==> config.mk <==
export PLATFORM = sky130hd
export DESIGN_NAME = hpt_div_cell
export DESIGN_NICKNAME = d
export VERILOG_FILES = /design/src/hw/rtl/assert_macros.svh /design/src/hw/rtl/hpt_pkg.sv /design/src/hw/rtl/hpt_div_cell.sv
export SDC_FILE = /design/constraint.sdc
export NUM_CORES = 1
export LEC_CHECK = 0
export ABC_AREA = 1
export BUFFER_PORTS_ARGS = -buffer_cell sky130_fd_sc_hd__buf_2
export CAP_MARGIN = 20
export CORE_AREA = 2 2 272 274
export DETAILED_ROUTE_END_ITERATION = 8
export DIE_AREA = 0 0 274 276
export GPL_TIMING_DRIVEN = 0
export PLACE_DENSITY = 0.65
export SETUP_SLACK_MARGIN = 0.2
export SLEW_MARGIN = 30
export SYNTH_ARGS = -nofsm -noshare
export SYNTH_HDL_FRONTEND = slang
export SYNTH_SLANG_ARGS = --single-unit
==> constraint.sdc <==
create_clock -name clk -period 12.2 [get_ports clk]
set_input_delay 1.22 -clock clk [delete_from_list [all_inputs] [get_ports clk]]
set_output_delay 1.22 -clock clk [all_outputs]
set_load 0.01 [all_outputs]
==> src/hw/rtl/assert_macros.svh <==
`ifndef ASSERT_MACROS_SVH
`define ASSERT_MACROS_SVH

// Concurrent check sampled on the rising clock, muted while reset is high.
`define ASSERT_CLKD(lbl, clk, rst, prop, msg) \
  lbl: assert property (@(posedge clk) disable iff (rst) prop) else $error(msg);

// Concurrent check sampled on the rising clock, live during reset too.
`define ASSERT_CLK(lbl, clk, prop, msg) \
  lbl: assert property (@(posedge clk) prop) else $error(msg);

`endif

==> src/hw/rtl/hpt_pkg.sv <==
`timescale 1ns / 1ps
package hpt_pkg;

  localparam int DEF_COORD_WIDTH = 24;
  localparam int DEF_FRAC_BITS   = 12;
  localparam int COEF_WIDTH      = 16;
  localparam int COEF_FRAC       = 12;
  localparam int CFG_WIDTH       = 32;
  localparam int CFG_IDX_WIDTH   = 3;

  // Register indexes on the configuration channel.
  localparam logic [CFG_IDX_WIDTH-1:0] REG_ROW0_COL01 = 3'd0;
  localparam logic [CFG_IDX_WIDTH-1:0] REG_ROW0_COL23 = 3'd1;
  localparam logic [CFG_IDX_WIDTH-1:0] REG_ROW1_COL01 = 3'd2;
  localparam logic [CFG_IDX_WIDTH-1:0] REG_ROW1_COL23 = 3'd3;
  localparam logic [CFG_IDX_WIDTH-1:0] REG_ROW2_COL01 = 3'd4;
  localparam logic [CFG_IDX_WIDTH-1:0] REG_ROW2_COL23 = 3'd5;
  localparam logic [CFG_IDX_WIDTH-1:0] REG_ROW3_COL01 = 3'd6;
  localparam logic [CFG_IDX_WIDTH-1:0] REG_ROW3_COL23 = 3'd7;

  // Control that travels with one request down the divider cells.
  typedef struct packed {
    logic       valid;
    logic       dz;
    logic [2:0] ovf;
    logic [2:0] neg;
  } hpt_ctl_t;

endpackage

==> src/hw/rtl/hpt_div_cell.sv <==
`timescale 1ns / 1ps
module hpt_div_cell import hpt_pkg::*; #(
  parameter int COORD_WIDTH = DEF_COORD_WIDTH,
  parameter int EW          = 2 * DEF_COORD_WIDTH + 19
) (
  input  logic                   clk,
  input  logic                   rst,
  input  hpt_ctl_t               ctl_in,
  input  logic [EW-1:0]          rem_in [3],
  input  logic [EW-1:0]          dvs_in,
  input  logic [COORD_WIDTH-1:0] q_in [3],
  input  logic                   en_down,
  output logic                   en_up,
  output hpt_ctl_t               ctl,
  output logic [EW-1:0]          rem [3],
  output logic [EW-1:0]          dvs,
  output logic [COORD_WIDTH-1:0] q [3]
);

  logic ge [3];

  assign en_up = ~ctl.valid | en_down;

  always_comb begin
    for (int k = 0; k < 3; k++) begin
      ge[k] = rem_in[k] >= dvs_in;
    end
  end

  always_ff @(posedge clk) begin
    if (rst) begin
      ctl <= '0;
    end else if (en_up) begin
      ctl <= ctl_in;
    end
  end

  // One restoring step per lane: subtract where it fits, shift in the bit.
  always_ff @(posedge clk) begin
    if (en_up) begin
      dvs <= dvs_in >> 1;
      for (int k = 0; k < 3; k++) begin
        rem[k] <= ge[k] ? (rem_in[k] - dvs_in) : rem_in[k];
        q[k]   <= {q_in[k][COORD_WIDTH-2:0], ge[k]};
      end
    end
  end

endmodule

# Word level (Yosys, flattened, before mapping)
# Index checks and enable logic that the tools add are counted.
# word_totals
regBits	347
in_bits	351
out_inout_bits	349
wordCells	22
# classes
addsub	3
n_lt_le_gt_ge	3
n_mux	3
bitwise_logic	2
# ops
op	count
>= comparator 67 bit	3
two-way mux 67 bit	3
subtractor 67 bit	3
NOT 1 bit	1
bitwise OR 1 bit	1

# Logic depth before layout (Yosys ltp)
# Gate-level depths: netlist of run 1.
# logic_depth
depth_word	2
depth_mapped	19
depth_no_buf	17

# Worst setup path before layout of run 1
# OpenSTA, ideal clock, no wires.
# synth_path
path_type	input-to-reg
start	in en_down
end	reg dvs[0], enable pin
setup_time_ps	2822
t_arrival_ps	7966
required_ps	9378
slack_ps	1412
stages	2
n_path_buf	0
path_cell_list	nor2_1 -> clkinv_1
# synth_via
elab_chain_cells	1
# synth_lines
element	line	source
start: declaration	hpt_div_cell.sv:12	input logic en_down,
bitwise OR 1 bit	hpt_div_cell.sv:22	assign en_up = ~ctl.valid | en_down;
via en_up	hpt_div_cell.sv:13	output logic en_up,
end signal: assignment	hpt_div_cell.sv:41	dvs <= dvs_in >> 1;
end: declaration	hpt_div_cell.sv:16	output logic [EW-1:0] dvs,
# The timed path passes the listed nets, and every way through them passes these cells.
# A chain may end at the register's enable or synchronous reset.

# Worst setup path in the final report of run 1
# layout_path
start	in en_down
end	out en_up
# layout_via
elab_chain_cells	1
# layout_lines
element	line
bitwise OR 1 bit	hpt_div_cell.sv:22
end: declaration	hpt_div_cell.sv:13
# No other way between the ends.

==> results of run 1 <==
## state kept, by name, indices dropped and copies added, names as in the netlist
signal and count:
ctl 8, q 72, dvs 66, rem 201
## routing by layer
layer / vias up / wire, um / GRT usage [%]
met2: 1484 / 70300 / 64.2
met5: - / 57 / 0
met1: 15500 / 57900 / 45.8
met3: 312 / 11900 / 6.01
met4: 8 / 12000 / 27.1
li1: 16400 / - / -
## logic make-up (layout without fill, tap and decap cells)
family          count (synthesis)  after routing  synth area share (%)
simple gates                 2832           2832                  37.1
buf+inv                       905           1679                  11.6
fa+ha+maj                     204            204                  8.38
xor+xnor                      102            102                  2.91
compound gates                368            368                  6.35
flops                         347            347                  33.6
other cells                     1             20                0.0122
## synth_stat cells (2+ instances only)
| master | n |
|---|---|
| sky130_fd_sc_hd__fa_1 | 3 |
| sky130_fd_sc_hd__nor2_2 | 9 |
| sky130_fd_sc_hd__o21ai_0 | 76 |
| sky130_fd_sc_hd__a21boi_0 | 2 |
| sky130_fd_sc_hd__nand2_1 | 2051 |
| sky130_fd_sc_hd__nand3_2 | 3 |
| sky130_fd_sc_hd__ha_1 | 201 |
| sky130_fd_sc_hd__buf_4 | 7 |
| sky130_fd_sc_hd__nor4_1 | 19 |
| sky130_fd_sc_hd__clkbuf_1 | 3 |
| sky130_fd_sc_hd__nand4_1 | 47 |
| sky130_fd_sc_hd__nand3b_1 | 40 |
| sky130_fd_sc_hd__a21oi_1 | 238 |
| sky130_fd_sc_hd__nand3_1 | 246 |
| sky130_fd_sc_hd__buf_2 | 20 |
| sky130_fd_sc_hd__inv_2 | 26 |
| sky130_fd_sc_hd__nor3_1 | 32 |
| sky130_fd_sc_hd__xor2_1 | 96 |
| sky130_fd_sc_hd__buf_6 | 15 |
| sky130_fd_sc_hd__o21ai_1 | 11 |
| sky130_fd_sc_hd__inv_1 | 833 |
| sky130_fd_sc_hd__nand2_2 | 6 |
| sky130_fd_sc_hd__nor2_1 | 370 |
| sky130_fd_sc_hd__dfxtp_1 | 8 |
| sky130_fd_sc_hd__xnor2_1 | 6 |
| sky130_fd_sc_hd__o21a_1 | 4 |
| sky130_fd_sc_hd__edfxtp_1 | 339 |
| sky130_fd_sc_hd__o21bai_1 | 34 |
| sky130_fd_sc_hd__nor3_2 | 7 |
## worst max-delay path, cell delays in order
cell and delay (ps):
sky130_fd_sc_hd__buf_2 100, sky130_fd_sc_hd__nor2_1 520, sky130_fd_sc_hd__clkinv_4 370, sky130_fd_sc_hd__buf_16 310, sky130_fd_sc_hd__buf_16 280, sky130_fd_sc_hd__buf_2 210
## where the power goes
group | internal, uW | total (uW) | switching [uW]
sequential | 1510 | 1560 | 53.8
clock | 757 | 1300 | 545
combinational | 492 | 1590 | 1100
## per-stage QoR
| step | std cells | total power (uW) | utilization (%) | hold WS (ps) | worst slack [ps] |
|---|---|---|---|---|---|
| after global placement | 6412 | 3150 | 48.8 | 450 | -2590 |
| after floorplan | 4759 | 2480 | - | 490 | 1410 |
| after CTS | 6492 | 4440 | 50.9 | 462 | 7860 |
| final | 6511 | 4460 | 51.0 | 460 | 7810 |
| after global routing | 6503 | 4650 | 50.9 | 475 | 7770 |
| after detailed placement | 6417 | 3140 | 49.0 | 452 | 7380 |
## how the worst min path moves through the flow
stage	to	slack, ps
after global placement	ctl[3]$_SDFFE_PP0P_	450
after floorplan	ctl[0]$_SDFFE_PP0P_	490
after global routing	ctl[4]$_SDFFE_PP0P_	470
final	ctl[2]$_SDFFE_PP0P_	460
after CTS	ctl[2]$_SDFFE_PP0P_	460
after detailed placement	ctl[2]$_SDFFE_PP0P_	450
## cell type report
cell class,instances,area (um^2)
fill,7709,35600
timing repair buffer,699,3610
sequential,347,10300
tap,959,1200
clock buffer,49,1100
antenna,19,47.5
buffer,45,333
multi-input combinational,3507,16800
clock inverter,26,305
inverter,860,3230
## cell usage in the layout (no fill, tap or decap), types with 47 or more instances in the layout
cell type / synthesis / routed
sky130_fd_sc_hd__a21oi_1: 238 / 238
sky130_fd_sc_hd__buf_2: 20 / 714
sky130_fd_sc_hd__edfxtp_1: 339 / 339
sky130_fd_sc_hd__ha_1: 201 / 201
sky130_fd_sc_hd__inv_1: 833 / 833
sky130_fd_sc_hd__nand2_1: 2051 / 2051
sky130_fd_sc_hd__nand3_1: 246 / 246
sky130_fd_sc_hd__nand4_1: 47 / 47
sky130_fd_sc_hd__nor2_1: 370 / 370
sky130_fd_sc_hd__o21ai_0: 76 / 76
sky130_fd_sc_hd__xor2_1: 96 / 96
==> flow_summary.json, run 1 <==
{
  "die_area_mm2": 0.0756,
  "critPathCaptureType": "output port",
  "post_cts.resized_instances": 0,
  "synthDominantAreaCellType": "sky130_fd_sc_hd__edfxtp_1",
  "start_kind": "input port",
  "start_util_pct": 42.3,
  "detail_route.wl_per_cell_um": 23.4,
  "clk_transition_reported_paths_ps": 60,
  "clkLatencyLatePin_ps": 620,
  "whs_path_depth": 2,
  "synth_area_leaders": "sky130_fd_sc_hd__edfxtp_1, sky130_fd_sc_hd__nand2_1, sky130_fd_sc_hd__inv_1, sky130_fd_sc_hd__ha_1, sky130_fd_sc_hd__nor2_1",
  "final_nets": 6056,
  "synthArstFlopShare_pct": 0,
  "final-setup-viol-count": 0,
  "outcome": "completed",
  "place_hpwl_mm": 130,
  "synth-seq-cells": 347,
  "gp_congestion": 1.05,
  "min_cycle_time_layout_ps": 4390,
  "viasPerCell": 5.18,
  "r2r_start": "ctl[7]$_SDFFE_PP0P_",
  "finalInstanceArea_mm2": 0.0370,
  "synthFlopType": "sky130_fd_sc_hd__edfxtp_1",
  "numPortBuffers": 694,
  "yosys_warnings": 0,
  "min_path_type": "reg -> reg",
  "layout-area-overhead-vs-synth_pct": 20.4,
  "synthesis.area_per_instance_um2": 6.46,
  "endpoint": "en_up",
  "final-hold-violation-count": 0,
  "syn-num-nets": 5314,
  "floorplan.die.width_um": 274,
  "maxCapViolations": 0,
  "dr_total_vias": 33700,
  "timing_max_transition_violations_final": 0,
  "post_detailed_placement_cell_area_mm2": 0.0355,
  "yosysSeqAreaShare_pct": 33.6,
  "fp-row-count": 99,
  "globalRouteOverflowTotal": 0,
  "power_density_mw_per_mm2": 120,
  "synth_top_area_share_pct": 33.1,
  "post-route-drc-count": 0,
  "route.antenna.remaining_nets": 0,
  "netlist-cell-type-count": 36,
  "worstSetupStartpoint": "en_down",
  "unrepaired_setup_endpoints_after_global_routing": "no",
  "crit-reg2reg-capture": "rem[119]$_DFFE_PP_",
  "postSynthCellCount": 4759,
  "clock_tree.root_cell": "sky130_fd_sc_hd__clkbuf_16",
  "ir_drop_v": 0.000128,
  "worst_clock_skew_ps": 18.8,
  "cp.arrival_ps": 3170,
  "grt_antenna_before_repair": 25,
  "cts_hold_buf": 0,
  "clock_tree.htree_level_count": 2,
  "reg2reg_slack_ps": 9830,
  "cts.path.max_buffers": 3,
  "synth_enable_flop_cells": 339,
  "routed_wl_mm": 152,
  "num_io_pins": 700,
  "post-cts-setup-buffer-count": 0,
  "tns_ps": 0,
  "fmaxAchievable_mhz": 228,
  "worst_slew_pin_slew_ps": 921,
  "grt_first_pass_wirelength_mm": 211,
  "crit_path_max_fanout": 73,
  "numCtsBuffers": 41,
  "floorplan.core_area_mm2": 0.0726,
  "crit_type": "in -> out",
  "min-delay-start": "ctl[2]$_SDFFE_PP0P_",
  "worst_ep_required_time_ps": 10980,
  "static-leakage-power_uw": 0.0208,
  "maximum_number_of_pins_on_one_net_before_global_route_repair": 74,
  "dieHeight_um": 276,
  "worst_r2r_path_depth": 5,
  "detail_route.first_pass.iterations": 8,
  "maxSlewHeadroom_pct": 38.0,
  "global_route_total_usage_across_every_layer_pct": 38.8,
  "part_of_the_cycle_the_worst_path_needs_pct": 36.0,
  "first_global_vias": 31400,
  "cts_num_sinks": 347,
  "final_layout_size_suffix_gt1_share_pct": 15.5,
  "cts_tree": "built",
  "drt_iter0_markers": 3364,
  "syn-cell-area_mm2": 0.0307
}
(Power assumes the default switching activity.)
==> run 2, diff against run 1 <==
Settings changed: PLACE_DENSITY 0.65 to 0.68.
Clock period 12.2 ns to 3.8 ns, I/O delays scaled along.
==> flow_summary.json, run 2 (synthesis results as in run 1) <==
{
  "outcome": "completed",
  "place_hpwl_mm": 131,
  "maxCapViolations": 0,
  "grt_antenna_before_repair": 29,
  "cts_tree": "built",
  "die_area_mm2": 0.0756,
  "layout.cells.most_common_list": "sky130_fd_sc_hd__nand2_1, sky130_fd_sc_hd__inv_1, sky130_fd_sc_hd__buf_2, sky130_fd_sc_hd__nor2_1, sky130_fd_sc_hd__edfxtp_1",
  "worst_clock_skew_ps": 35.7,
  "crit_type": "in -> reg",
  "final-setup-viol-count": 0,
  "final_layout_size_suffix_gt1_share_pct": 15.4,
  "floorplan.die.width_um": 274,
  "worst_slew_pin_slew_ps": 853,
  "power_uw": 14300,
  "clk_transition_reported_paths_ps": 60,
  "first_global_vias": 32000,
  "dieHeight_um": 276,
  "clock_tree.htree_level_count": 2,
  "min_cycle_time_layout_ps": 3540,
  "worst_ep_required_time_ps": 4060,
  "final_nets": 6184,
  "final-hold-violation-count": 0,
  "tns_ps": 0,
  "num_io_pins": 700,
  "post-route-drc-count": 0,
  "drt_iter0_markers": 3032,
  "max_flop_register": "rem",
  "viasPerCell": 5.16,
  "global_route_total_usage_across_every_layer_pct": 39.7,
  "clkLatencyLatePin_ps": 630,
  "static-leakage-power_uw": 0.0213,
  "maximum_number_of_pins_on_one_net_before_global_route_repair": 138,
  "unrepaired_setup_endpoints_after_global_routing": "yes",
  "numCtsBuffers": 41,
  "globalRouteOverflowTotal": 0,
  "detail_route.wl_per_cell_um": 23.5,
  "floorplan.core_area_mm2": 0.0726,
  "power_density_mw_per_mm2": 374,
  "critPathCaptureType": "flop",
  "ir_drop_v": 0.000346,
  "mostFrequentLayoutCell": "sky130_fd_sc_hd__nand2_1",
  "part_of_the_cycle_the_worst_path_needs_pct": 93.1,
  "dp_cells": 6414,
  "fp-row-count": 99,
  "crit_path_max_fanout": 10,
  "cts.path.max_buffers": 3,
  "dr_total_vias": 34300,
  "fmaxAchievable_mhz": 283,
  "maxSlewHeadroom_pct": 43.1,
  "post_detailed_placement_cell_area_mm2": 0.0355,
  "finish.cell_count_without_fillers": 6642,
  "biggestRegsByFlops": "rem (201), q (72), dvs (66)",
  "cp.arrival_ps": 3800,
  "start_util_pct": 42.3,
  "gp_congestion": 1.08,
  "layout-area-overhead-vs-synth_pct": 24.6,
  "route.antenna.remaining_nets": 0,
  "clock_tree.root_cell": "sky130_fd_sc_hd__clkbuf_16",
  "timing_max_transition_violations_final": 0,
  "numPortBuffers": 694,
  "finalInstanceArea_mm2": 0.0383,
  "start_kind": "input port",
  "cts_num_sinks": 347,
  "routed_wl_mm": 156,
  "grt_first_pass_wirelength_mm": 216,
  "largest_reg_flops": 201,
  "min_path_type": "in -> reg",
  "detail_route.first_pass.iterations": 6
}
-- run 2: final cells by class --
type                            count  area, um^2
Fill cell                        7426       34300
Inverter                          860        3260
Sequential cell                   347       10300
Clock buffer                       47        1060
Antenna cell                       21        52.6
Clock inverter                     29         294
Multi-Input combinational cell   3507       16900
Tap cell                          959        1200
Timing Repair Buffer              827        4860
Buffer                             45         339
-- run 2: worst max-delay path: stages --
cell and delay (ps):
sky130_fd_sc_hd__dlygate4sd3_1 560, sky130_fd_sc_hd__buf_2 130, sky130_fd_sc_hd__inv_1 230, sky130_fd_sc_hd__ha_1 480
sky130_fd_sc_hd__nand2_1 150, sky130_fd_sc_hd__nor3_1 330, sky130_fd_sc_hd__nand4_1 250, sky130_fd_sc_hd__o21ai_2 260
sky130_fd_sc_hd__nor2_1 90, sky130_fd_sc_hd__nand2_2 220, sky130_fd_sc_hd__inv_2 90, sky130_fd_sc_hd__buf_6 180
sky130_fd_sc_hd__buf_6 160, sky130_fd_sc_hd__nand2_1 60, sky130_fd_sc_hd__nand2_1 220
-- run 2: through the flow --
stage                     util [%]  hold WS [ps]  setup WS, ps
final                         52.8          9.95           263
after global routing          52.7          8.23           164
after CTS                     52.5         0.860           207
after detailed placement      48.9           459          -203
after global placement        48.8           451          -855
after floorplan                  -           479           370
-- run 2: report_power, final --
| part | internal [uW] | switching (uW) | leakage, uW | total, uW |
|---|---|---|---|---|
| combinational | 1670 | 3600 | 0.0170 | 5270 |
| clock | 2250 | 1810 | 0.000660 | 4060 |
| sequential | 4830 | 176 | 0.00362 | 5010 |
-- run 2: layer usage --
layer,up-vias,share of wire [%],global-route usage (%)
met2,1564,46,65.6
met3,365,8.6,7.76
met1,15600,37,45.9
met4,14,8.3,28.1
met5,-,0.056,0
li1,16700,-,-
-- run 2: final timing paths --
| check | startpoint | cells after the start | to | slack (ps) |
|---|---|---|---|---|
| max reg2reg | ctl[7]$_SDFFE_PP0P_ | 4 | rem[122]$_DFFE_PP_ | 1470 |
| min reg2reg | ctl[6]$_SDFFE_PP0P_ | 2 | ctl[6]$_SDFFE_PP0P_ | 470 |
| max | dvs_in[64] | 15 | rem[17]$_DFFE_PP_ | 260 |
| min | ctl_in[7] | 3 | ctl[7]$_SDFFE_PP0P_ | 10 |
-- run 2: what timing repair did --
action,4_1_cts,5_1_grt
hold buffers,128,0
setup endpoints to repair,0,47
resized for setup,0,20
setup buffers,0,3
hold endpoints to repair,128,0
