## src/hw/rtl/assert_macros.svh

```systemverilog
`ifndef ASSERT_MACROS_SVH
`define ASSERT_MACROS_SVH

// Concurrent check sampled on the rising clock, muted while reset is high.
`define ASSERT_CLKD(lbl, clk, rst, prop, msg) \
  lbl: assert property (@(posedge clk) disable iff (rst) prop) else $error(msg);

// Concurrent check sampled on the rising clock, live during reset too.
`define ASSERT_CLK(lbl, clk, prop, msg) \
  lbl: assert property (@(posedge clk) prop) else $error(msg);

`endif

```

## src/hw/rtl/hpt_pkg.sv

```systemverilog
`timescale 1ns / 1ps
package hpt_pkg;

  localparam int DEF_COORD_WIDTH = 24;
  localparam int DEF_FRAC_BITS   = 12;
  localparam int COEF_WIDTH      = 16;
  localparam int COEF_FRAC       = 12;
  localparam int CFG_WIDTH       = 32;
  localparam int CFG_IDX_WIDTH   = 3;

  // Register indexes on the configuration channel.
  localparam logic [CFG_IDX_WIDTH-1:0] REG_ROW0_COL01 = 3'd0;
  localparam logic [CFG_IDX_WIDTH-1:0] REG_ROW0_COL23 = 3'd1;
  localparam logic [CFG_IDX_WIDTH-1:0] REG_ROW1_COL01 = 3'd2;
  localparam logic [CFG_IDX_WIDTH-1:0] REG_ROW1_COL23 = 3'd3;
  localparam logic [CFG_IDX_WIDTH-1:0] REG_ROW2_COL01 = 3'd4;
  localparam logic [CFG_IDX_WIDTH-1:0] REG_ROW2_COL23 = 3'd5;
  localparam logic [CFG_IDX_WIDTH-1:0] REG_ROW3_COL01 = 3'd6;
  localparam logic [CFG_IDX_WIDTH-1:0] REG_ROW3_COL23 = 3'd7;

  // Control that travels with one request down the divider cells.
  typedef struct packed {
    logic       valid;
    logic       dz;
    logic [2:0] ovf;
    logic [2:0] neg;
  } hpt_ctl_t;

endpackage

```

## src/hw/rtl/hpt_out.sv

```systemverilog
`timescale 1ns / 1ps
module hpt_out import hpt_pkg::*; #(
  parameter int COORD_WIDTH = DEF_COORD_WIDTH,
  parameter int OW          = ((3 * DEF_COORD_WIDTH + 7) / 8) * 8
) (
  input  logic                   clk,
  input  logic                   rst,
  input  hpt_ctl_t               ctl_in,
  input  logic [COORD_WIDTH-1:0] q_in [3],
  output logic                   en_up,
  output logic                   m_tvalid,
  input  logic                   m_tready,
  output logic [OW-1:0]          m_tdata,
  output logic [1:0]             m_tuser
);

  localparam logic [COORD_WIDTH-1:0] MaxPos = {1'b0, {(COORD_WIDTH-1){1'b1}}};
  localparam logic [COORD_WIDTH-1:0] MaxNeg = {1'b1, {(COORD_WIDTH-1){1'b0}}};

  logic [COORD_WIDTH-1:0] mag [3];
  logic [COORD_WIDTH-1:0] val [3];
  logic                   clip [3];
  logic                   sat_any;

  assign en_up = ~m_tvalid | m_tready;

  always_comb begin
    sat_any = 1'b0;
    for (int k = 0; k < 3; k++) begin
      clip[k] = ctl_in.ovf[k] | (ctl_in.neg[k] ? (q_in[k] > MaxNeg) : (q_in[k] > MaxPos));
      mag[k]  = clip[k] ? (ctl_in.neg[k] ? MaxNeg : MaxPos) : q_in[k];
      val[k]  = ctl_in.dz ? '0 : (ctl_in.neg[k] ? -mag[k] : mag[k]);
      sat_any = sat_any | clip[k];
    end
  end

  always_ff @(posedge clk) begin
    if (rst) begin
      m_tvalid <= 1'b0;
    end else if (en_up) begin
      m_tvalid <= ctl_in.valid;
    end
  end

  always_ff @(posedge clk) begin
    if (en_up) begin
      m_tdata <= OW'({val[2], val[1], val[0]});
      m_tuser <= {sat_any & ~ctl_in.dz, ctl_in.dz};
    end
  end

endmodule

```

## config.mk

```make
export PLATFORM = sky130hd
export DESIGN_NAME = hpt_out
export DESIGN_NICKNAME = d
export VERILOG_FILES = /design/src/hw/rtl/assert_macros.svh /design/src/hw/rtl/hpt_pkg.sv /design/src/hw/rtl/hpt_out.sv
export SDC_FILE = /design/constraint.sdc
export NUM_CORES = 1
export LEC_CHECK = 0
export ABC_AREA = 1
export BUFFER_PORTS_ARGS = -buffer_cell sky130_fd_sc_hd__buf_2
export CAP_MARGIN = 20
export CORE_MARGIN = 10
export CORE_UTILIZATION = 35
export CTS_BUF_LIST = sky130_fd_sc_hd__clkbuf_16
export DETAILED_ROUTE_END_ITERATION = 8
export HOLD_SLACK_MARGIN = 0.15
export SLEW_MARGIN = 10
export SYNTH_ARGS = -nofsm -noshare
export SYNTH_HDL_FRONTEND = slang
export SYNTH_SLANG_ARGS = --single-unit
```

## constraint.sdc

```tcl
create_clock -name clk -period 8.85 [get_ports clk]
set_clock_uncertainty 0.2 [all_clocks]
set_input_delay 2.2125 -clock clk [delete_from_list [all_inputs] [get_ports clk]]
set_output_delay 2.2125 -clock clk [all_outputs]
set_load 0.1 [all_outputs]
```

Yosys cells after proc, flatten, opt, wreduce, memory -nomap -nowiden

Index checks and enable logic that the tools add are counted.

Add/sub/neg operators: 3
Multiply operators: 0
Div/mod/pow operators: 0
Order comparisons: 6
Equal/unequal tests: 0
Shift-type cells: 0
Mux-type cells: 12
Bitwise gates (word level): 9
Reduce and logical (&&, ||, !) cells: 0

Operators with widths:

| cell                   | number |
|---|---|
| $mux W24               | 9 |
| $gt A24 B23 Y1 const B | 3 |
| $gt A24 B24 Y1 const B | 3 |
| $neg A24 Y24           | 3 |
| $or A1 B1 Y1           | 6 |
| $mux W1                | 3 |
| $not A1 Y1             | 2 |
| $and A1 B1 Y1          | 1 |

Register bits after elaboration: 75
Latch bits: 0
RAM bits: 0
ROM bits: 0
Input bits: 83
Output and inout bits: 76
Memories kept: 0

Logic depth before layout (Yosys ltp)

Gate-level depths: netlist of run 1.

Depth after elaboration: 6
Gate-level depth with buffers: 20
Depth with buffers taken out: 19

Least setup slack after synthesis of run 1

No wires, ideal clock.

Path kind: input-to-output
From: in m_tready
To: out en_up
Arrival time: 4.439 ns
Path slack: 1.998 ns
Stages on the path: 2
Cell sequence: inv_1 > nand2_1

Cells in the longest elaborated chain, start to end: 1

Ends and longest elaborated chain:

| element      | line          | RTL |
|---|---|---|
| from (decl)  | hpt_out.sv:12 | `input logic m_tready,` |
| $or A1 B1 Y1 | hpt_out.sv:25 | `assign en_up = ~m_tvalid \| m_tready;` |
| to (decl)    | hpt_out.sv:10 | `output logic en_up,` |

No other way between the ends.

Final worst setup path of run 1

Ends and elaborated chain as after synthesis.

==> results of run 1 <==
power by group through the flow:
stage / logic, uW / clock network (uW) / registers [uW]
global route: 536 / 470 / 446
global placement: 500 / 0 / 451
CTS: 503 / 456 / 443
detailed placement: 502 / 0 / 450
floorplan: 142 / 0 / 712
finish: 501 / 446 / 443
per-stage QoR:
step	cell area (um^2)	hold WS (ns)	setup slack, ns
6_report	6930	0.653	3.21
3_3_place_gp	6580	0.684	3.17
5_1_grt	6930	0.747	3.14
4_1_cts	6930	0.701	3.17
3_5_place_dp	6580	0.695	3.17
2_1_floorplan	5600	2.08	2.00
worst min-delay path, stage by stage, from the launching register on:
cell	delay (ns)
dfxtp_1	0.33
nand2_4	0.37
a21oi_1	0.11
path summary, 6_finish.rpt:
check	startpoint	depth (start not counted)	endpoint	slack, ns
max reg2reg	m_tvalid	2	m_tdata[26]	6.97
max	m_tready	4	en_up	3.21
min	m_tvalid	2	m_tvalid	0.65
min reg2reg	m_tvalid	2	m_tvalid	0.65
routing by layer:
metal / routed length [um] / global-route usage (%) / vias up
met3: 1040 / 3.77 / 19
met2: 8450 / 27.0 / 177
li1: - / - / 3071
met4: 253 / 5.41 / 0
met1: 8120 / 20.2 / 2670
met5: 0 / 0 / -
cell families after synthesis:
group | synth area share (%)
and+or+nand+nor | 39.2
buffers and inverters | 8.73
AOI/OAI and AO/OA | 11.3
adders and majority gates | 0.670
DFF | 40.0
sequential cells by signal, indices dropped and copies added, names as in the netlist:
| name | flops |
|---|---|
| m_tdata | 72 |
| m_tuser | 2 |
| m_tvalid | 1 |
cell usage after synthesis, types with 2 or more instances:
| library cell | number |
|---|---|
| or2_2 | 3 |
| nand3_2 | 3 |
| nor3_1 | 8 |
| nand3b_1 | 2 |
| nand4_1 | 9 |
| ha_1 | 3 |
| a21oi_1 | 31 |
| clkbuf_1 | 9 |
| edfxtp_1 | 74 |
| nor2_2 | 3 |
| inv_1 | 90 |
| a31oi_1 | 14 |
| nor2_1 | 161 |
| o21ai_0 | 49 |
| buf_1 | 7 |
| o21ai_1 | 3 |
| buf_2 | 13 |
| o211ai_1 | 9 |
| nand3_1 | 106 |
| nand2_2 | 2 |
| nand2_1 | 226 |
cell type report:
class | count | share of cell area (%)
tap | 216 | 3.90
multi-input combinational | 642 | 41.7
inverter | 92 | 4.98
clock inverter | 7 | 1.89
timing repair buffer | 163 | 11.9
sequential | 75 | 32.3
clock buffer | 9 | 3.25
==> impl_results.md, run 1 <==
* Initial antenna violation count at 0
* Yosys cell types at 36
* Startpoint types: input port
* Mapped Cells at 840
* Largest net degree at the start of global routing at 45
* Final hold vios at 0
* Post-CTS Setup Bufs at 0
* Port buffer count at roughly 160
* Fin util at between 40% and 50%
* Critical Path AT at 3.23 ns
* Kind of critical path: input port to primary output
* CTS Buffer Depth at 2
* Multi-input logic area at 2890 um^2
* Chip height at approximately 150 um
* Worst Setup End Kind: primary output
* Area Growth Syn to Fin at 23.7%
* CTS tree: done
* Core area at 15800 um^2
* DPL Wire Length at between 10000 and 15000 um
* Initial DRC Count at 400
* Worst hold path class: flip-flop to flip-flop
* Rel. slew slack at 32.1%
* Commonest non-fill, non-tap cell in the layout: nand2_1
* Max-cap violation count at 0
* P_leak at 0.00366 uW
* Top_reg_cell synth: edfxtp_1
* Post-synthesis sequential area ratio at 40.0%
* Drt via density at 4.93
* DR vias at 5937
* Yosys warning count at 0
* Fillcell total at 1672
* Total CTS buffers at 9
* Fin. max-slew vios at 0
* Pint at 822 uW
* Grt total ovfl at 0
* WL/cell at 14.8 um
* Combinational fraction of design power at 36.0%
* Initial Util at 35.5%
* Clk pwr share at 32.1%
* Gpl congestion at 0.887
* Post-synth top area cell: edfxtp_1
* Post-synthesis instance area at between 5000 and 6000 um^2
* RSZ-0062 raised after global routing: no
* Worst Max-Slew Pin Slew at 1.02 ns
* Slowest cell on the critical path: buf_2
* Worst VDD drop at 0.0000894 V
* Clock Pin Slew Worst Setup and Hold Paths at 0.06 ns
* Finished Layout Cells at about 1.2k
* FF+latch count, synth at 75
* Net Sw Power at 567 uW
* Status: finished clean
* Pwr Total at 1390 uW
* Synth area leaders: edfxtp_1 40%, nand2_1 15%, nor2_1 11%
* Synth Area per Inst at 6.67 um^2
* Setup TNS at 0 ns
* Async set-or-reset flop fraction in the synthesized netlist at 0%
* Placed instance count at approximately 1.2k
* Sequential Power Share at 31.9%
* Antenna fix cells at 0
* Sink Count at 75
* Cell Rows at 46
* Post-CTS Resized at 0
* Die X at 147 um
* Most frequent cells in the layout: 225 x nand2_1, 161 x nor2_1, 158 x buf_2
* DRC Markers at 0
* Die area at 21500 um^2
* Fin crit period at 5.64 ns
* Buffers plus inverters on the worst setup path at 3
* Clock latency at the later pin of the worst-skew pair at 0.33 ns
* Tcrit/Tclk final at 63.7%
* Power Dens Cells at between 200 and 250 nW/um^2
* Cts hold-fix bufs at 0
* Share of cells above drive strength 1 at a little under 20%
* GRT Resource Usage Total at 16.2%
* Clk root buf: clkbuf_16
* I/O pin count at around 160
* Slowest Stage Delay on Critical Path at 0.52 ns
* CP top delay family: buffers and inverters
* Synth Net Count at 926
* Final #Nets at 1069
* Wirelength, routed at 17900 um
* Area share of the leading cell type in the synthesized netlist at 39.7%
* Final setup vio count at 0
* Vias in the first global route at 5621
* Cell repeated most along the worst path: buf_2
* Fmax at roughly 0.18 GHz
* Count of flip-flops with a built-in enable after synthesis at 74
* H-tree levels at 3
* TritonRoute pass-1 iters at 5
* Sw frac at 40.8%
* Sequential Area at about 2200 um^2
* Final antenna-violating net count at 0
* CP Cell Sequence: buf_2 -> inv_1 -> nand2_4 -> buf_2
* Crit path max fanout at 33
* First-pass GRT wire length at 28700 um
* Critical path required time at around 6.4 ns
Note: power is estimated with default switching activity, not from simulation.
==> run 2, diff against run 1 <==
==> constraint.sdc (replaced) <==
create_clock -name clk -period 5.25 [get_ports clk]
set_clock_uncertainty 0.2 [all_clocks]
set_input_delay 1.3125 -clock clk [delete_from_list [all_inputs] [get_ports clk]]
set_output_delay 1.3125 -clock clk [all_outputs]
set_load 0.1 [all_outputs]
==> impl_results.md, run 2 (synthesis results as in run 1) <==
* Status: finished clean
* Initial antenna violation count at 0
* Cell Rows at 46
* DPL Wire Length at 14400 um
* Clock Pin Slew Worst Setup and Hold Paths at 0.06 ns
* CTS Buffer Depth at 2
* Chip height at ~150 um
* Wirelength, routed at 18400 um
* GRT Resource Usage Total at 16.7%
* Crit path max fanout at 19
* Worst hold slack at 0.730 ns
* Rel. slew slack at 42.9%
* Share of cells above drive strength 1 at 20.2%
* Worst Max-Slew Pin Slew at about 0.84 ns
* Core area at 15800 um^2
* Fin crit period at 4.06 ns
* Max FFs per register at 72
* Fin util at a little over two fifths
* Grt total ovfl at 0
* Cts hold-fix bufs at 0
* Sequential Area at 2240 um^2
* Top reg by flops: m_tdata
* Max-cap violation count at 0
* Final #Nets at 1074
* Final hold vios at 0
* Die X at 147 um
* I/O pin count at 159
* Top flop regs: m_tdata: 72 flops, m_tuser: 2 flops, m_tvalid: 1 flops
* Critical Path AT at 3.95 ns
* Tcrit/Tclk final at between 70% and 80%
* Initial Util at a little over a third
* Post-CTS Setup Bufs at 0
* CTS tree: done
* Final antenna-violating net count at 0
* Final setup vio count at 0
* Drt via density at 4.95
* Critical path required time at between 5 and 6 ns
* TritonRoute pass-1 iters at 5
* Fmax at 0.247 GHz
* Worst hold path class: flip-flop to flip-flop
* Clk root buf: clkbuf_16
* Startpoint types: input port
* H-tree levels at 3
* Cell repeated most along the worst path: nand2_1
* Total CTS buffers at 9
* DRC Markers at 0
* Clock latency at the later pin of the worst-skew pair at 0.34 ns
* Multi-input logic area at 2890 um^2
* Port buffer count at approximately 160
* Initial DRC Count at 485
* Setup TNS at 0 ns
* Sink Count at between 70 and 80
* Largest net degree at the start of global routing at 52
* Worst VDD drop at 0.000156 V
* P_leak at between 0.003 and 0.004 uW
* Most frequent cells in the layout: 225 x nand2_1, 161 x nor2_1, 158 x buf_2
* Fillcell total at 1663
* Kind of critical path: input port to flip-flop
* WL/cell at between 15 and 20 um
* Vias in the first global route at approximately 5.6k
* Commonest non-fill, non-tap cell in the layout: nand2_1
* RSZ-0062 raised after global routing: no
* Fin. max-slew vios at 0
* Power Dens Cells at 326 nW/um^2
* Die area at approximately 21000 um^2
* DR vias at 5982
* Gpl congestion at 0.893
* First-pass GRT wire length at 29400 um
* CP Cell Sequence: buf_2 -> nand3_1 -> nor2_1 -> nand3_1 -> nand2_1 -> nand2_1 -> o21ai_0 -> inv_1 -> ha_1 -> or2_2 -> nand2_1 -> nor2_2 -> nand2_1 -> nor2_1 -> o21ai_0 -> nor2_1
* Slowest cell on the critical path: o21ai_0
* Post-CTS Resized at 0
* Slowest Stage Delay on Critical Path at 0.39 ns
* Antenna fix cells at 0
* Worst Setup End Kind: flip-flop
* Area Growth Syn to Fin at 23.5%
==> run 2: cell types whose count changed in the layout (fill, tap and decap cells not counted), sizes merged <==
| cell | delta |
|---|---|
| bufinv | -2 |
| buf | +5 |
| inv | -1 |
| clkinv | +3 |
==> run 2: critical path: cells and delay by family <==
family / cells / cell delay (ns)
compound gates: 2 / 0.55
fa+ha+maj: 1 / 0.21
buf+inv: 2 / 0.43
simple gates: 11 / 1.42
==> run 2: area by class of cell <==
class,instances,share of cell area (%)
Clock inverter,7,1.19
Inverter,92,4.99
Timing Repair Buffer,168,12.5
Multi-Input combinational cell,642,41.8
Clock buffer,9,3.25
Sequential cell,75,32.4
Tap cell,216,3.90
==> run 2: layer usage <==
layer	track usage [%]	wire, um	vias up
li1	-	-	3075
met1	21.5	8400	2686
met2	26.8	8460	194
met3	3.52	1120	27
met4	6.56	450	0
met5	0	0	-
==> run 2: report_power, final <==
group	switching [uW]	internal, uW	leakage (uW)
sequential	18.2	730	0.000812
combinational	698	151	0.00270
clock	251	410	0.000154
total	967	1290	0.00366
==> run 2: final timing paths <==
check | from | end | slack, ns | cells after the start
worst min-delay path | m_tvalid | m_tdata[46] | 0.73 | 2
worst min register to register | m_tvalid | m_tdata[46] | 0.73 | 2
worst max-delay path | ctl_in[2] | m_tdata[60] | 1.19 | 16
worst max register to register | m_tvalid | m_tdata[61] | 3.20 | 3
==> run 2: through the flow <==
stage          setup slack, ns  total power [uW]  std cells  cell area, um^2
2_1_floorplan            0.198              1440        840             5600
3_3_place_gp             0.872              1610       1193             6620
3_5_place_dp             0.864              1610       1193             6620
4_1_cts                   1.24              2280       1209             6920
5_1_grt                  0.931              2360       1209             6920
6_report                  1.19              2260       1209             6920
==> run 3, diff against run 2 <==
==> constraint.sdc (replaced) <==
create_clock -name clk -period 3.7 [get_ports clk]
set_clock_uncertainty 0.2 [all_clocks]
set_input_delay 0.925 -clock clk [delete_from_list [all_inputs] [get_ports clk]]
set_output_delay 0.925 -clock clk [all_outputs]
set_load 0.1 [all_outputs]
==> impl_results.md, run 3 (synthesis results as in run 1) <==
* Cell Rows at 46
* Power Dens Cells at 449 nW/um^2
* Rel. slew slack at 44.2%
* R2R setup slack at roughly 2.3 ns
* Initial Util at a little over a third
* First-pass GRT wire length at 29700 um
* Sink Count at 75
* Post-CTS Resized at 0
* Antenna fix cells at 0
* Clk root buf: clkbuf_16
* Critical path required time at approximately 3.6 ns
* Status: finished clean
* I/O pin count at 159
* Gpl congestion at about 0.94
* Fmax at 0.305 GHz
* Clock Pin Slew Worst Setup and Hold Paths at 0.06 ns
* Fillcell total at 1673
* Most frequent cells in the layout: 225 x nand2_1, 161 x nor2_1, 157 x buf_2
* Dpl cell area at 6730 um^2
* Final antenna-violating net count at 0
* Clock latency at the later pin of the worst-skew pair at 0.33 ns
* Cts hold-fix bufs at 0
* Worst Max-Slew Pin Slew at 0.824 ns
* Setup ws final at around 0.42 ns
* Worst Hold Path EP: m_tvalid
* Worst VDD drop at 0.000251 V
* Hold Path Origin: rst
* Sw frac at 43.6%
* Initial antenna violation count at 0
* Grt total ovfl at 0
* Reg2reg start: m_tvalid
* Largest net degree at the start of global routing at 76
* Area Growth Syn to Fin at 25.1%
* Chip height at 147 um
* P_leak at between 0.003 and 0.004 uW
* DPL Wire Length at 14700 um
* R2r endpoint: m_tdata[64]
* Stages on the worst setup path at 18
* Fin util at between 40 and 50%
* Final hold vios at 0
* Top flop regs: m_tdata: 72 flops, m_tuser: 2 flops, m_tvalid: 1 flops
* GRT Resource Usage Total at 16.9%
* TritonRoute pass-1 iters at 5
* CTS tree: done
* Net Sw Power at about 1400 uW
* Top reg by flops: m_tdata
* Pint at 1770 uW
* CP Cell Sequence: buf_2 -> nor2_1 -> nand2_1 -> nor2_1 -> nand3_1 -> nand2_1 -> buf_4 -> nand3_1 -> nand2_1 -> inv_1 -> ha_1 -> or2_2 -> nand2_1 -> nor2_2 -> nand2_1 -> nor2_1 -> o21ai_0 -> nor2_1
* Drt via density at 4.91
* Port buffer count at between 150 and 200
* Final setup vio count at 0
* Final Cell Area at roughly 7000 um^2
* CTS Buffer Depth at 2
* Cell repeated most along the worst path: nand2_1
* Die area at 21500 um^2
* Core area at 15800 um^2
* Commonest non-fill, non-tap cell in the layout: nand2_1
* Kind of critical path: input port to flip-flop
* Worst R2R Path Depth at 2
* Sequential Power Share at 33.7%
* Worst Setup End Kind: flip-flop
* Worst hold path class: input port to flip-flop
* Fin. max-slew vios at 0
* Tcrit/Tclk final at 88.5%
* Total CTS buffers at 9
* Placed instance count at between 1k and 1.5k
* Post-CTS Setup Bufs at 0
* H-tree levels at 3
* Combinational fraction of design power at 38.8%
* WL/cell at 15.3 um
* Vias in the first global route at 5630
* Share of cells above drive strength 1 at 21.0%
* Startpoint types: input port
* Wirelength, routed at 18600 um
* Initial DRC Count at 391
* Critical Path AT at roughly 3.2 ns
* Final #Nets at 1085
* CP top delay family: simple AND/OR/NAND/NOR gates
* Buffers plus inverters on the worst setup path at 3
* Die X at 147 um
* Crit path max fanout at 14
* Slowest Stage Delay on Critical Path at between 0.3 and 0.4 ns
* DR vias at about 6k
* RSZ-0062 raised after global routing: no
* WHS Path Cells at 2
* Fin crit period at 3.28 ns
* Setup TNS at 0 ns
* DRC Markers at 0
* Finished Layout Cells at between 1k and 1.5k
* Slowest cell on the critical path: or2_2
* Max-cap violation count at 0
* Max FFs per register at 72
* Clk pwr share at 27.5%
* Place WS at 0.0934 ns
## run 3: changes by cell type in the layout (fill, tap and decap cells not counted), sizes merged
cell	previous run	this run
buf	168	179
bufinv	2	1
clkinv	6	4
clkinvlp	0	2
## run 3: worst max-delay path by stage
| stage | slack, ns | endpoint | startpoint |
|---|---|---|---|
| final | 0.42 | m_tdata[60] | q_in[8] |
| after global routing | 0.14 | m_tdata[60] | q_in[8] |
| after CTS | 0.45 | m_tdata[60] | q_in[8] |
| after detailed placement | 0.09 | m_tdata[60] | q_in[8] |
| after global placement | 0.13 | m_tdata[60] | q_in[6] |
| after floorplan | 0.31 | m_tdata[60] | ctl_in[2] |
## run 3: through the flow
stage / total power (uW) / hold WS, ns
after floorplan: 2040 / 0.794
after global placement: 2300 / 0.753
after detailed placement: 2300 / 0.771
after CTS: 3170 / 0.533
after global routing: 3280 / 0.547
final: 3150 / 0.542
## run 3: power by group through the flow
stage | Clock, uW | Sequential, uW | Combinational, uW
after global routing | 908 | 1070 | 1300
final | 866 | 1060 | 1220
after global placement | 0 | 1080 | 1220
after floorplan | 0 | 1700 | 341
after detailed placement | 0 | 1080 | 1220
after CTS | 882 | 1060 | 1230
## run 3: cell type report
class	instances	area, um^2	share of cell area (%)
Sequential cell	75	2240	32.0
Timing Repair Buffer	179	976	13.9
Inverter	92	345	4.93
Multi-Input combinational cell	642	2890	41.3
Clock inverter	6	57.6	0.821
Clock buffer	9	225	3.21
Tap cell	216	270	3.86
## run 3: routing by layer
layer,vias up,routed length (um),global-route usage [%]
met1,2693,8350,21.7
li1,3091,-,-
met3,27,1020,3.58
met2,173,8860,27.5
met4,0,372,5.71
met5,-,0,0
## run 3: worst register-to-register path: cells and delay by family, from the launching register on
kind | cells | cell delay [ns]
buffers and inverters | 1 | 0.36
DFF | 1 | 0.33
and+or+nand+nor | 1 | 0.13
